<file path="config.mk">
export PLATFORM = sky130hd
export DESIGN_NAME = mc16_addr_mod
export DESIGN_NICKNAME = d
export VERILOG_FILES = /design/src/hdl/mc16_pkg.sv /design/src/hdl/mc16_addr_mod.sv
export SDC_FILE = /design/constraint.sdc
export NUM_CORES = 1
export LEC_CHECK = 0
export BUFFER_PORTS_ARGS = -buffer_cell sky130_fd_sc_hd__buf_2
export CAP_MARGIN = 20
export CORE_UTILIZATION = 37
export CTS_CLUSTER_SIZE = 24
export DETAILED_ROUTE_END_ITERATION = 6
export HOLD_SLACK_MARGIN = 0.08
export PLACE_DENSITY_LB_ADDON = 0.08
export SETUP_SLACK_MARGIN = 0.4
export SLEW_MARGIN = 10
export SYNTH_ARGS = -nofsm -noshare
export SYNTH_HDL_FRONTEND = slang
export SYNTH_SLANG_ARGS = --single-unit
export TNS_END_PERCENT = 30
</file>
<file path="constraint.sdc">
create_clock -name clk_i -period 0.8 [get_ports clk_i]
set_input_delay 0.08 -clock clk_i [delete_from_list [all_inputs] [get_ports clk_i]]
set_output_delay 0.08 -clock clk_i [all_outputs]
set_load 0.02 [all_outputs]
</file>
<file path="src/hdl/mc16_pkg.sv">
package mc16_pkg;

  localparam int unsigned MemWordsDef = 65536;
  localparam int unsigned NumRegs     = 8;

  // Result status codes
  typedef enum logic [1:0] {
    ST_EXEC    = 2'd0,
    ST_ILLEGAL = 2'd1,
    ST_LOADED  = 2'd2
  } status_e;

  // Instruction opcodes, bits 15:11 of the instruction word
  typedef enum logic [4:0] {
    OP_LIMML = 5'd1,
    OP_LIMMH = 5'd2,
    OP_ADD   = 5'd4,
    OP_SUB   = 5'd5,
    OP_MUL   = 5'd6,
    OP_AND   = 5'd8,
    OP_OR    = 5'd9,
    OP_XOR   = 5'd10,
    OP_EQ    = 5'd11,
    OP_NE    = 5'd12,
    OP_LT    = 5'd13,
    OP_LE    = 5'd14,
    OP_JUMP  = 5'd16,
    OP_IJUMP = 5'd17,
    OP_BZERO = 5'd18,
    OP_BNOTZ = 5'd19,
    OP_LOAD  = 5'd20,
    OP_STORE = 5'd21
  } op_e;

  // Request kinds
  typedef enum logic {
    REQ_LOAD = 1'b0,
    REQ_STEP = 1'b1
  } req_e;

  typedef enum logic [2:0] {
    S_IDLE,
    S_LWR,
    S_FETCH,
    S_DECODE,
    S_EXEC,
    S_LDADDR,
    S_LDWB,
    S_STORE
  } state_e;

  typedef struct packed {
    logic        req_type;
    logic [15:0] load_address;
    logic [15:0] load_value;
  } in_t;

  typedef struct packed {
    status_e     status;
    logic [4:0]  opcode_seen;
    logic [15:0] pc_after;
    logic        reg_written;
    logic [2:0]  reg_index;
    logic [15:0] reg_value;
    logic        mem_written;
    logic [15:0] mem_address;
    logic [15:0] mem_value;
  } out_t;

  // Register file read request
  typedef struct packed {
    logic       ren;
    logic [2:0] addr_a;
    logic [2:0] addr_b;
  } rf_rd_t;

  // Register file write request
  typedef struct packed {
    logic        we;
    logic [2:0]  addr;
    logic [15:0] data;
  } rf_wr_t;

  // Opcodes whose first operand is the register in bits 10:8
  function automatic logic op_reads_rd(op_e op);
    return (op == OP_LIMMH) || (op == OP_IJUMP) || (op == OP_BZERO) || (op == OP_BNOTZ);
  endfunction

endpackage

</file>
<file path="src/hdl/mc16_addr_mod.sv">
module mc16_addr_mod
  import mc16_pkg::*;
#(
  parameter int unsigned MEM_WORDS = MemWordsDef,
  localparam int unsigned AW = $clog2(MEM_WORDS)
) (
  input  logic          clk_i,
  input  logic          en_i,
  input  logic [15:0]   addr_i,
  output logic [AW-1:0] idx_o
);

  // Reciprocal of the depth scaled by 2^32, rounded up; exact for 16-bit inputs
  localparam int unsigned RW = 33 - AW;
  localparam int unsigned QW = 17 - AW;
  localparam logic [RW-1:0] Recip =
    RW'(((64'd1 << 32) + 64'(MEM_WORDS) - 64'd1) / 64'(MEM_WORDS));

  logic [16+RW-1:0] prod;
  logic [QW-1:0]    quot_q;
  logic [15:0]      addr_q;
  logic [16:0]      back;
  logic [16:0]      rem;

  // Stage one: quotient estimate
  assign prod = (16+RW)'(addr_i) * (16+RW)'(Recip);

  always_ff @(posedge clk_i) begin
    if (en_i) begin
      quot_q <= prod[32 +: QW];
      addr_q <= addr_i;
    end
  end

  // Stage two: subtract quotient times depth
  assign back  = 17'(quot_q) * 17'(MEM_WORDS);
  assign rem   = 17'(addr_q) - back;
  assign idx_o = rem[AW-1:0];

endmodule

</file>
==> summary.md <==
| Metric | Value |
|---|---|
| RSZ-0062 raised after global routing | yes |
| CP endpoint kind | output pin |
| Area of the multi-input gates | 0 sq um |
| Tmin final | 0.888 ns |
| DR WL/cell | between 9 and 10 um |
| Failing checks | hold timing, setup timing |
| PD cells | 2250 mW/mm^2 |
| Mux cell area share after synthesis | 0% |
| Final std cells w/o fill | 67 |
| Synth Area in Compound Gates | 0% |
| DR pass1 iterations | 2 |
| Via count | roughly 290 |
| Synth warnings | 0 |
| NumNets Final | between 70 and 80 |
| Die extent in x | ~38 um |
| Crit share post-route | 111% |
| Syn-to-layout area delta | 49.2% |
| CTS buffer count | 3 |
| Syn_nets | 34 |
| CTS Sinks | 16 |
| H-tree depth | 1 |
| Post-Layout Inst Area | 717 sq um |
| Cell type with the largest total area after synthesis | edfxtp_1 |
| Area post-placement | ~660 sq um |
| Synth top area cells | edfxtp_1 |
| Setup TNS | -1.12 ns |
| Cells after Synth | 16 |
| Final worst slack | -0.0881 ns |
| Vias in the first global route | approximately 250 |
| Crit path largest cell delay | between 0.3 and 0.4 ns |
| Setup Crit Path Kind | register to output pin |
| Worst path arrival time | between 0.8 and 0.9 ns |
| Worst Path Required | 0.72 ns |
| CP bufs+invs | 1 |
| IO Port Bufs | 33 |
| Largest registers | addr_q: 16 flops |
| Inst Count DP | 63 |
| Crit-path slowest cell | edfxtp_1 |
| Die Area | about 0.0014 sq mm |
| Worst min path class | primary input to register |
| WHS | -0.0168 ns |
| Worst path cell trace | buf_2 |
| Critical Path Stages | 1 |
| CTS tree | done |
| LEAKAGE | roughly 0.31 nW |
| VDD IR max | roughly 1.3 mV |
| Max Fclk | around 1100 MHz |
| Cell family with most CP delay | flip-flops |
| Post-Route WL | 656 um |
| Post-synthesis xor/xnor area fraction | 0% |
| Initial Util | 41.6% |
| Largest reg by FF count | addr_q |
| Drt drc | 0 |
| Setup Fix Bufs, Post-CTS | 0 |
| Max reg flops | 16 |
| Worst-margin pin slew | between 0.15 and 0.2 ns |
| Placer Congestion | roughly 0.58 |
| Worst setup endpoint | idx_o[4] |
| Synth Area in Adders | 0% |
| Largest net degree at the start of global routing | 17 |
| N_diodes | 0 |
| Initial detailed-routing violation count | 1 |
| Initial antenna violation count | 0 |
| Worst-path maximum fanout | 1 |
| Row cnt | 12 |
| Maximum clock insertion buffer count | 2 |
| Final hold vios | 15 |
| Ports | 34 |
| Startpoint type of the worst setup path | register |
| Normalized max-slew margin | ~88% |
| Global-route wire length before repair | just over 900 um |
| Worst Setup SP | addr_q[4] |
| Setup-failing EPs final | 16 |
| Yosys cell types | 1 |
| Max-cap violations | 0 |
| Post-Synth Simple-Gate Area | 0% |
| Share of cells above drive strength 1 | between 60% and 70% |
| Avg Synthesized Cell Area | about 30 sq um |
| Clk root buf | clkbuf_4 |
| Synthesized cell area | 480 sq um |
| Sequential area share after synthesis | 100% |
| Multi-In Gates | 0 |
| Max Transition Viols Final | 0 |
| Grt ovf | 0 |
| Synth top area share | 100% |
| Tot GR Track Use | a little over a tenth |
| Clock slew at reported path FFs | about 0.08 ns |
| Die Ht | roughly 38 um |
| Status | finished, violations left |
| Seq cells post-synth | 16 |
| Core area | roughly 0.0012 sq mm |
| Via density | 4.27 |
| Antenna-violating nets left | 0 |
[power breakdown]
| group | internal [mW] | total, mW | switching (mW) |
|---|---|---|---|
| sequential | 0.995 | 1.01 | 0.0165 |
| combinational | 0.0900 | 0.215 | 0.125 |
| clock | 0.180 | 0.389 | 0.209 |
[layout by cell type, fill, tap and decap left out]
cell type,n
clkbuf_4,3
buf_6,4
buf_4,1
edfxtp_1,16
clkinv_1,1
buf_2,28
[metal layers]
metal  vias to the layer above  GRT usage (%)  wire, um
li1                        139              -         -
met1                       129           7.26       182
met2                        18           20.8       416
met3                         0           3.49        57
met4                         0           8.04         0
met5                         -              0         0
[cell type report]
class	count	area [sq um]
clock buffer	3	22.5
sequential	16	480
clock inverter	1	3.75
tap	14	17.5
fill	94	439
timing repair buffer	33	193
[stage by stage]
step	worst slack (ns)	power, mW	hold WS (ns)	util (%)
floorplan	0.271	1.12	0.179	-
global placement	0.0966	1.22	0.257	57.4
detailed placement	0.0831	1.23	0.258	57.4
CTS	-0.111	1.63	-0.0289	60.4
global route	-0.135	1.70	-0.0419	62.0
finish	-0.0881	1.62	-0.0168	62.0
[cells in the mapped netlist]
cell      count
edfxtp_1     16
[logic make-up after synthesis]
| family | after synthesis |
|---|---|
| flops | 16 |
[repair_timing]
action / CTS / global route
pin swaps: 0 / 0
setup endpoints to repair: 32 / 16
gates resized for setup: 3 / 6
endpoints found under the hold margin: 16 / 16
[worst min path at each step]
| stage | slack, ns | depth (start not counted) | end | start |
|---|---|---|---|---|
| finish | -0.02 | 1 | addr_q[4] | addr_i[4] |
| floorplan | 0.18 | 0 | addr_q[0] | addr_i[0] |
| CTS | -0.03 | 1 | addr_q[6] | addr_i[6] |
| detailed placement | 0.26 | 1 | addr_q[6] | addr_i[6] |
| global placement | 0.26 | 1 | addr_q[8] | addr_i[8] |
| global route | -0.04 | 1 | addr_q[14] | addr_i[14] |
No activity file was read; power rests on OpenSTA's default activity.
