==> config.mk <==
export PLATFORM = sky130hd
export DESIGN_NAME = mc16_regfile
export DESIGN_NICKNAME = d
export VERILOG_FILES = /design/src/hdl/mc16_pkg.sv /design/src/hdl/mc16_regfile.sv
export SDC_FILE = /design/constraint.sdc
export NUM_CORES = 1
export LEC_CHECK = 0
export BUFFER_PORTS_ARGS = -buffer_cell sky130_fd_sc_hd__buf_2
export CORE_MARGIN = 2
export CORE_UTILIZATION = 24
export DETAILED_ROUTE_END_ITERATION = 6
export PLACE_DENSITY = 0.41
export RECOVER_POWER = 50
export REMOVE_ABC_BUFFERS = 1
export SYNTH_ARGS = -nofsm -noshare
export SYNTH_HDL_FRONTEND = slang
export SYNTH_SLANG_ARGS = --single-unit
==> constraint.sdc <==
create_clock -name clk_i -period 1.24 [get_ports clk_i]
set_input_delay 0.186 -clock clk_i [delete_from_list [all_inputs] [get_ports clk_i]]
set_output_delay 0.186 -clock clk_i [all_outputs]
set_load 0.02 [all_outputs]
==> src/hdl/mc16_pkg.sv <==
package mc16_pkg;

  localparam int unsigned MemWordsDef = 65536;
  localparam int unsigned NumRegs     = 8;

  // Result status codes
  typedef enum logic [1:0] {
    ST_EXEC    = 2'd0,
    ST_ILLEGAL = 2'd1,
    ST_LOADED  = 2'd2
  } status_e;

  // Instruction opcodes, bits 15:11 of the instruction word
  typedef enum logic [4:0] {
    OP_LIMML = 5'd1,
    OP_LIMMH = 5'd2,
    OP_ADD   = 5'd4,
    OP_SUB   = 5'd5,
    OP_MUL   = 5'd6,
    OP_AND   = 5'd8,
    OP_OR    = 5'd9,
    OP_XOR   = 5'd10,
    OP_EQ    = 5'd11,
    OP_NE    = 5'd12,
    OP_LT    = 5'd13,
    OP_LE    = 5'd14,
    OP_JUMP  = 5'd16,
    OP_IJUMP = 5'd17,
    OP_BZERO = 5'd18,
    OP_BNOTZ = 5'd19,
    OP_LOAD  = 5'd20,
    OP_STORE = 5'd21
  } op_e;

  // Request kinds
  typedef enum logic {
    REQ_LOAD = 1'b0,
    REQ_STEP = 1'b1
  } req_e;

  typedef enum logic [2:0] {
    S_IDLE,
    S_LWR,
    S_FETCH,
    S_DECODE,
    S_EXEC,
    S_LDADDR,
    S_LDWB,
    S_STORE
  } state_e;

  typedef struct packed {
    logic        req_type;
    logic [15:0] load_address;
    logic [15:0] load_value;
  } in_t;

  typedef struct packed {
    status_e     status;
    logic [4:0]  opcode_seen;
    logic [15:0] pc_after;
    logic        reg_written;
    logic [2:0]  reg_index;
    logic [15:0] reg_value;
    logic        mem_written;
    logic [15:0] mem_address;
    logic [15:0] mem_value;
  } out_t;

  // Register file read request
  typedef struct packed {
    logic       ren;
    logic [2:0] addr_a;
    logic [2:0] addr_b;
  } rf_rd_t;

  // Register file write request
  typedef struct packed {
    logic        we;
    logic [2:0]  addr;
    logic [15:0] data;
  } rf_wr_t;

  // Opcodes whose first operand is the register in bits 10:8
  function automatic logic op_reads_rd(op_e op);
    return (op == OP_LIMMH) || (op == OP_IJUMP) || (op == OP_BZERO) || (op == OP_BNOTZ);
  endfunction

endpackage

==> src/hdl/mc16_regfile.sv <==
module mc16_regfile
  import mc16_pkg::*;
(
  input  logic        clk_i,
  input  logic        rst_ni,
  input  rf_rd_t      rd_i,
  input  rf_wr_t      wr_i,
  output logic [15:0] rdata_a_o,
  output logic [15:0] rdata_b_o
);

  logic [15:0]         regs [NumRegs];
  logic [NumRegs-1:0]  valid_q;
  logic [15:0]         a_q;
  logic [15:0]         b_q;
  logic                a_vld_q;
  logic                b_vld_q;

  // Write port and registered read ports
  always_ff @(posedge clk_i) begin
    if (wr_i.we) begin
      regs[wr_i.addr] <= wr_i.data;
    end
    if (rd_i.ren) begin
      a_q <= regs[rd_i.addr_a];
      b_q <= regs[rd_i.addr_b];
    end
  end

  // Track written entries; unwritten ones read as zero
  always_ff @(posedge clk_i or negedge rst_ni) begin
    if (!rst_ni) begin
      valid_q <= '0;
      a_vld_q <= 1'b0;
      b_vld_q <= 1'b0;
    end else begin
      if (wr_i.we) begin
        valid_q[wr_i.addr] <= 1'b1;
      end
      if (rd_i.ren) begin
        a_vld_q <= valid_q[rd_i.addr_a];
        b_vld_q <= valid_q[rd_i.addr_b];
      end
    end
  end

  assign rdata_a_o = a_vld_q ? a_q : 16'd0;
  assign rdata_b_o = b_vld_q ? b_q : 16'd0;

endmodule

==> metrics list <==
* Die X-Extent: 183.2 um
- Post-synthesis cell area: 7709 sq um
* Critical path endpoint category: output port
- Portion of synthesized cell area occupied by the leading cell type: 62.33%
* Vias per cell: 4.330
- Detailed placement finished with a half-perimeter wire length of 11,930 um.
- Floorplan die area: 33,570 sq um
- In this run, synthesis inferred 160 flip-flops with an integrated enable.
- Min-Delay Endpoint: regs[3][13]$_DFFE_PP_
* Reg2reg setup slack: -0.18 ns
- The share of the Yosys chip area taken by registers is 65.57%.
- Initial antenna violation count: 0
* Count of fill cells added during filler insertion: 3,078
* Layout Skew: 0.008041 ns
* Worst-Skew Late Latency: 0.42 ns
* Post-synthesis instance total: 355
- Hold Worst Slack: 0.1195 ns
* Mean routed wirelength per cell: 21.55 um
- In this run the power density over the cells is 1407 nW/um^2.
- Cells on Worst Hold Path: 1
- For this run, the total global-route usage over all layers was measured as 11.62%.
* Highest metal layer with signal wires: met4
- Filler-free cell count of the finished design: 861
- The critical path is of the register to output port type.
* Maximum VDD drop: 744.8 uV
- The tree is rooted in a clkbuf_16.
- Dominant synthesized flop cell: edfxtp_1
- At the end of routability-driven placement, the weighted congestion stood at 0.6506.
- Source of the worst hold timing path: wr_i[13]
- Once detail routing completed, the nets flagged for antenna violations numbered 0.
- 61 I/O pins were placed.
- Antenna fix cells: 0
- Clock-pin slew was measured on the worst setup and hold paths at 0.07 ns.
- Of the cells placed in the final design, the portion with a size suffix greater than 1 is 54.47%.
* Total via count in the routed design: 3,728
* Startpoint type of the worst setup path: register
- Path type of the worst min-delay path: primary input to register
* RSZ-0062 raised after global routing: true
* Effective utilization at floorplan: 24.43%
- Pin count of the biggest net entering global routing: 35
- The via count of the first global-routing pass came to 4,170.
* Layout-stage area growth over the synthesis result: 24.64%
* Final setup margin: -0.2455 ns
- The number of different library cells used by synthesis comes to 17.
- The floorplan step defined a core boundary enclosing 31,560 sq um.
- By area the synthesized netlist is led by edfxtp_1, mux4_1, mux2_2, dfrtp_1, and2_1.
- Most frequent cell after synthesis: edfxtp_1
- The first detailed-routing pass ran for 7 iterations.
* Number of rows in the core area: 65
- Final period util: 119.8%
- Max-cap violations in this run came to 0.
* Leakage power: 3.275 nW
- Chip height: 183.2 um
- CTS saw 170 sinks.
* Crit path launch: a_vld_q$_DFFE_PN0P_
* Number of warnings reported in the yosys synthesis log: 0
* Detailed-route DRC error count: 0
- WL met1: 7804 um
- In the detailed route, the total length drawn on met3 is 489 um.
* Slew at the pin closest to its max-slew limit: 1.093 ns
- Hold violation count in the final report: 0
- CTS tree: done
- A synthesized cell averages 21.71 sq um.
- Number of cells in the design after placement: 828
- Based on the critical path, the design can be clocked at up to 673.2 MHz.
- Worst r2r dst: b_q[8]$_DFFE_PP_
* Length in cells of the worst reg-to-reg path: 2
- In the final design database the tool counted 476 nets.
- Max Buffers Root-to-Sink: 2
- Global-route wire length before repair: 27,770 um
* Critical path required time: 1.05 ns
* Async S/R FF share, synth: 5.882%
- For this block, the routed nets add up to 18,560 um of wire.
* Total grt overflow: 0
- In this run the tightest slew margin relative to its limit is 27.11%.
- R2R Path Start: regs[3][8]$_DFFE_PP_
- Cell type with the highest aggregate area in the netlist: edfxtp_1
- Slew Limit Fails: 0
* Pre-CTS setup slack: -0.4608 ns
* Failing checks: negative setup slack
* Minimum period implied by the final worst setup slack: 1.486 ns
* Largest fanout of any net on the critical path: 5
- Setup violations remaining at the end of the flow were counted as 64.
* Sum Neg Setup Slack: -11.45 ns
- Tot Pwr: 0.01352 W
* Initial DRC Count: 192
- The clock tree synthesis step divided the H-tree into 4 levels.
* IO Port Bufs: 60
- In the detailed route, the total length drawn on met2 is 9998 um.
- The synthesized design contains 170 register bits.
- For the worst setup path, the data arrival time is 1.30 ns.
* Number of buffers created by CTS: 17
- Status: finished with violations
- The commonest cells after synthesis are edfxtp_1, mux4_1, and2_1, mux2_2, clkbuf_1.
-- flip-flops by register name, indices dropped and copies added, names as in the netlist --
| name | flops |
|---|---|
| b_q | 16 |
| a_q | 16 |
| a_vld_q | 1 |
| b_vld_q | 1 |
| valid_q | 8 |
| regs | 128 |
-- power by group --
group / switching [W] / internal [W]
Sequential: 0.000109 / 0.00657
Combinational: 0.000774 / 0.000991
Clock: 0.00214 / 0.00294
-- how the worst max path moves through the flow --
stage	to	slack [ns]	cells after the start
2_1_floorplan	regs[0][0]$_DFFE_PP_	-0.70	2
3_3_place_gp	a_q[10]$_DFFE_PP_	-0.45	4
3_5_place_dp	b_q[4]$_DFFE_PP_	-0.46	4
4_1_cts	rdata_a_o[3]	-0.28	3
5_1_grt	rdata_a_o[0]	-0.30	3
6_report	rdata_a_o[0]	-0.25	3
-- repair_timing --
item	in CTS	in global routing
hold endpoints to repair	10	0
pin swaps	0	0
buffers inserted	1	0
hold buffers	1	0
resized for setup	180	15
setup endpoints to repair	64	64
-- kinds of logic after synthesis --
kind of cell           share of synthesized area [%]
multiplexers                                   28.37
AND/OR/NAND/NOR                                4.009
buffers and inverters                          2.045
flip-flops                                     65.57
-- metrics by stage --
step / util [%] / instance area, sq um
floorplan: - / 7559
global placement: 28.20 / 8897
detailed placement: 28.20 / 8897
CTS: 30.40 / 9593
global route: 30.45 / 9608
finish: 30.45 / 9608
-- placed cells by master (no fill, tap or decap), drive strengths merged, types with 3 or more instances in the layout --
cell type	instances
nor2	6
or2	8
mux2	32
and2	32
clkinvlp	3
mux2i	10
clkinv	6
nand2b	3
buf	77
edfxtp	160
mux4	66
clkbuf	36
inv	3
dfrtp	10
-- cell type report --
class                           count  area [sq um]  share of cell area (%)
Timing Repair Buffer               95          1020                   10.61
Clock inverter                     12         125.1                   1.302
Tap cell                          402         503.0                   5.235
Inverter                            2         7.507                 0.07814
Sequential cell                   170          5056                   52.62
Multi-Input combinational cell    161          2464                   25.64
Clock buffer                       19         432.9                   4.506
-- metal layers --
metal	track usage, %	vias to the layer above
met5	0	-
met4	3.776	0
met3	2.284	13
met2	20.76	73
met1	14.06	1997
li1	-	1645
-- worst max-delay path, cell delays in order (launching register included) --
cell     delay [ns]
dfrtp_2        0.46
buf_6          0.16
and2_4         0.14
buf_6          0.12
No activity file was read; power rests on OpenSTA's default activity.
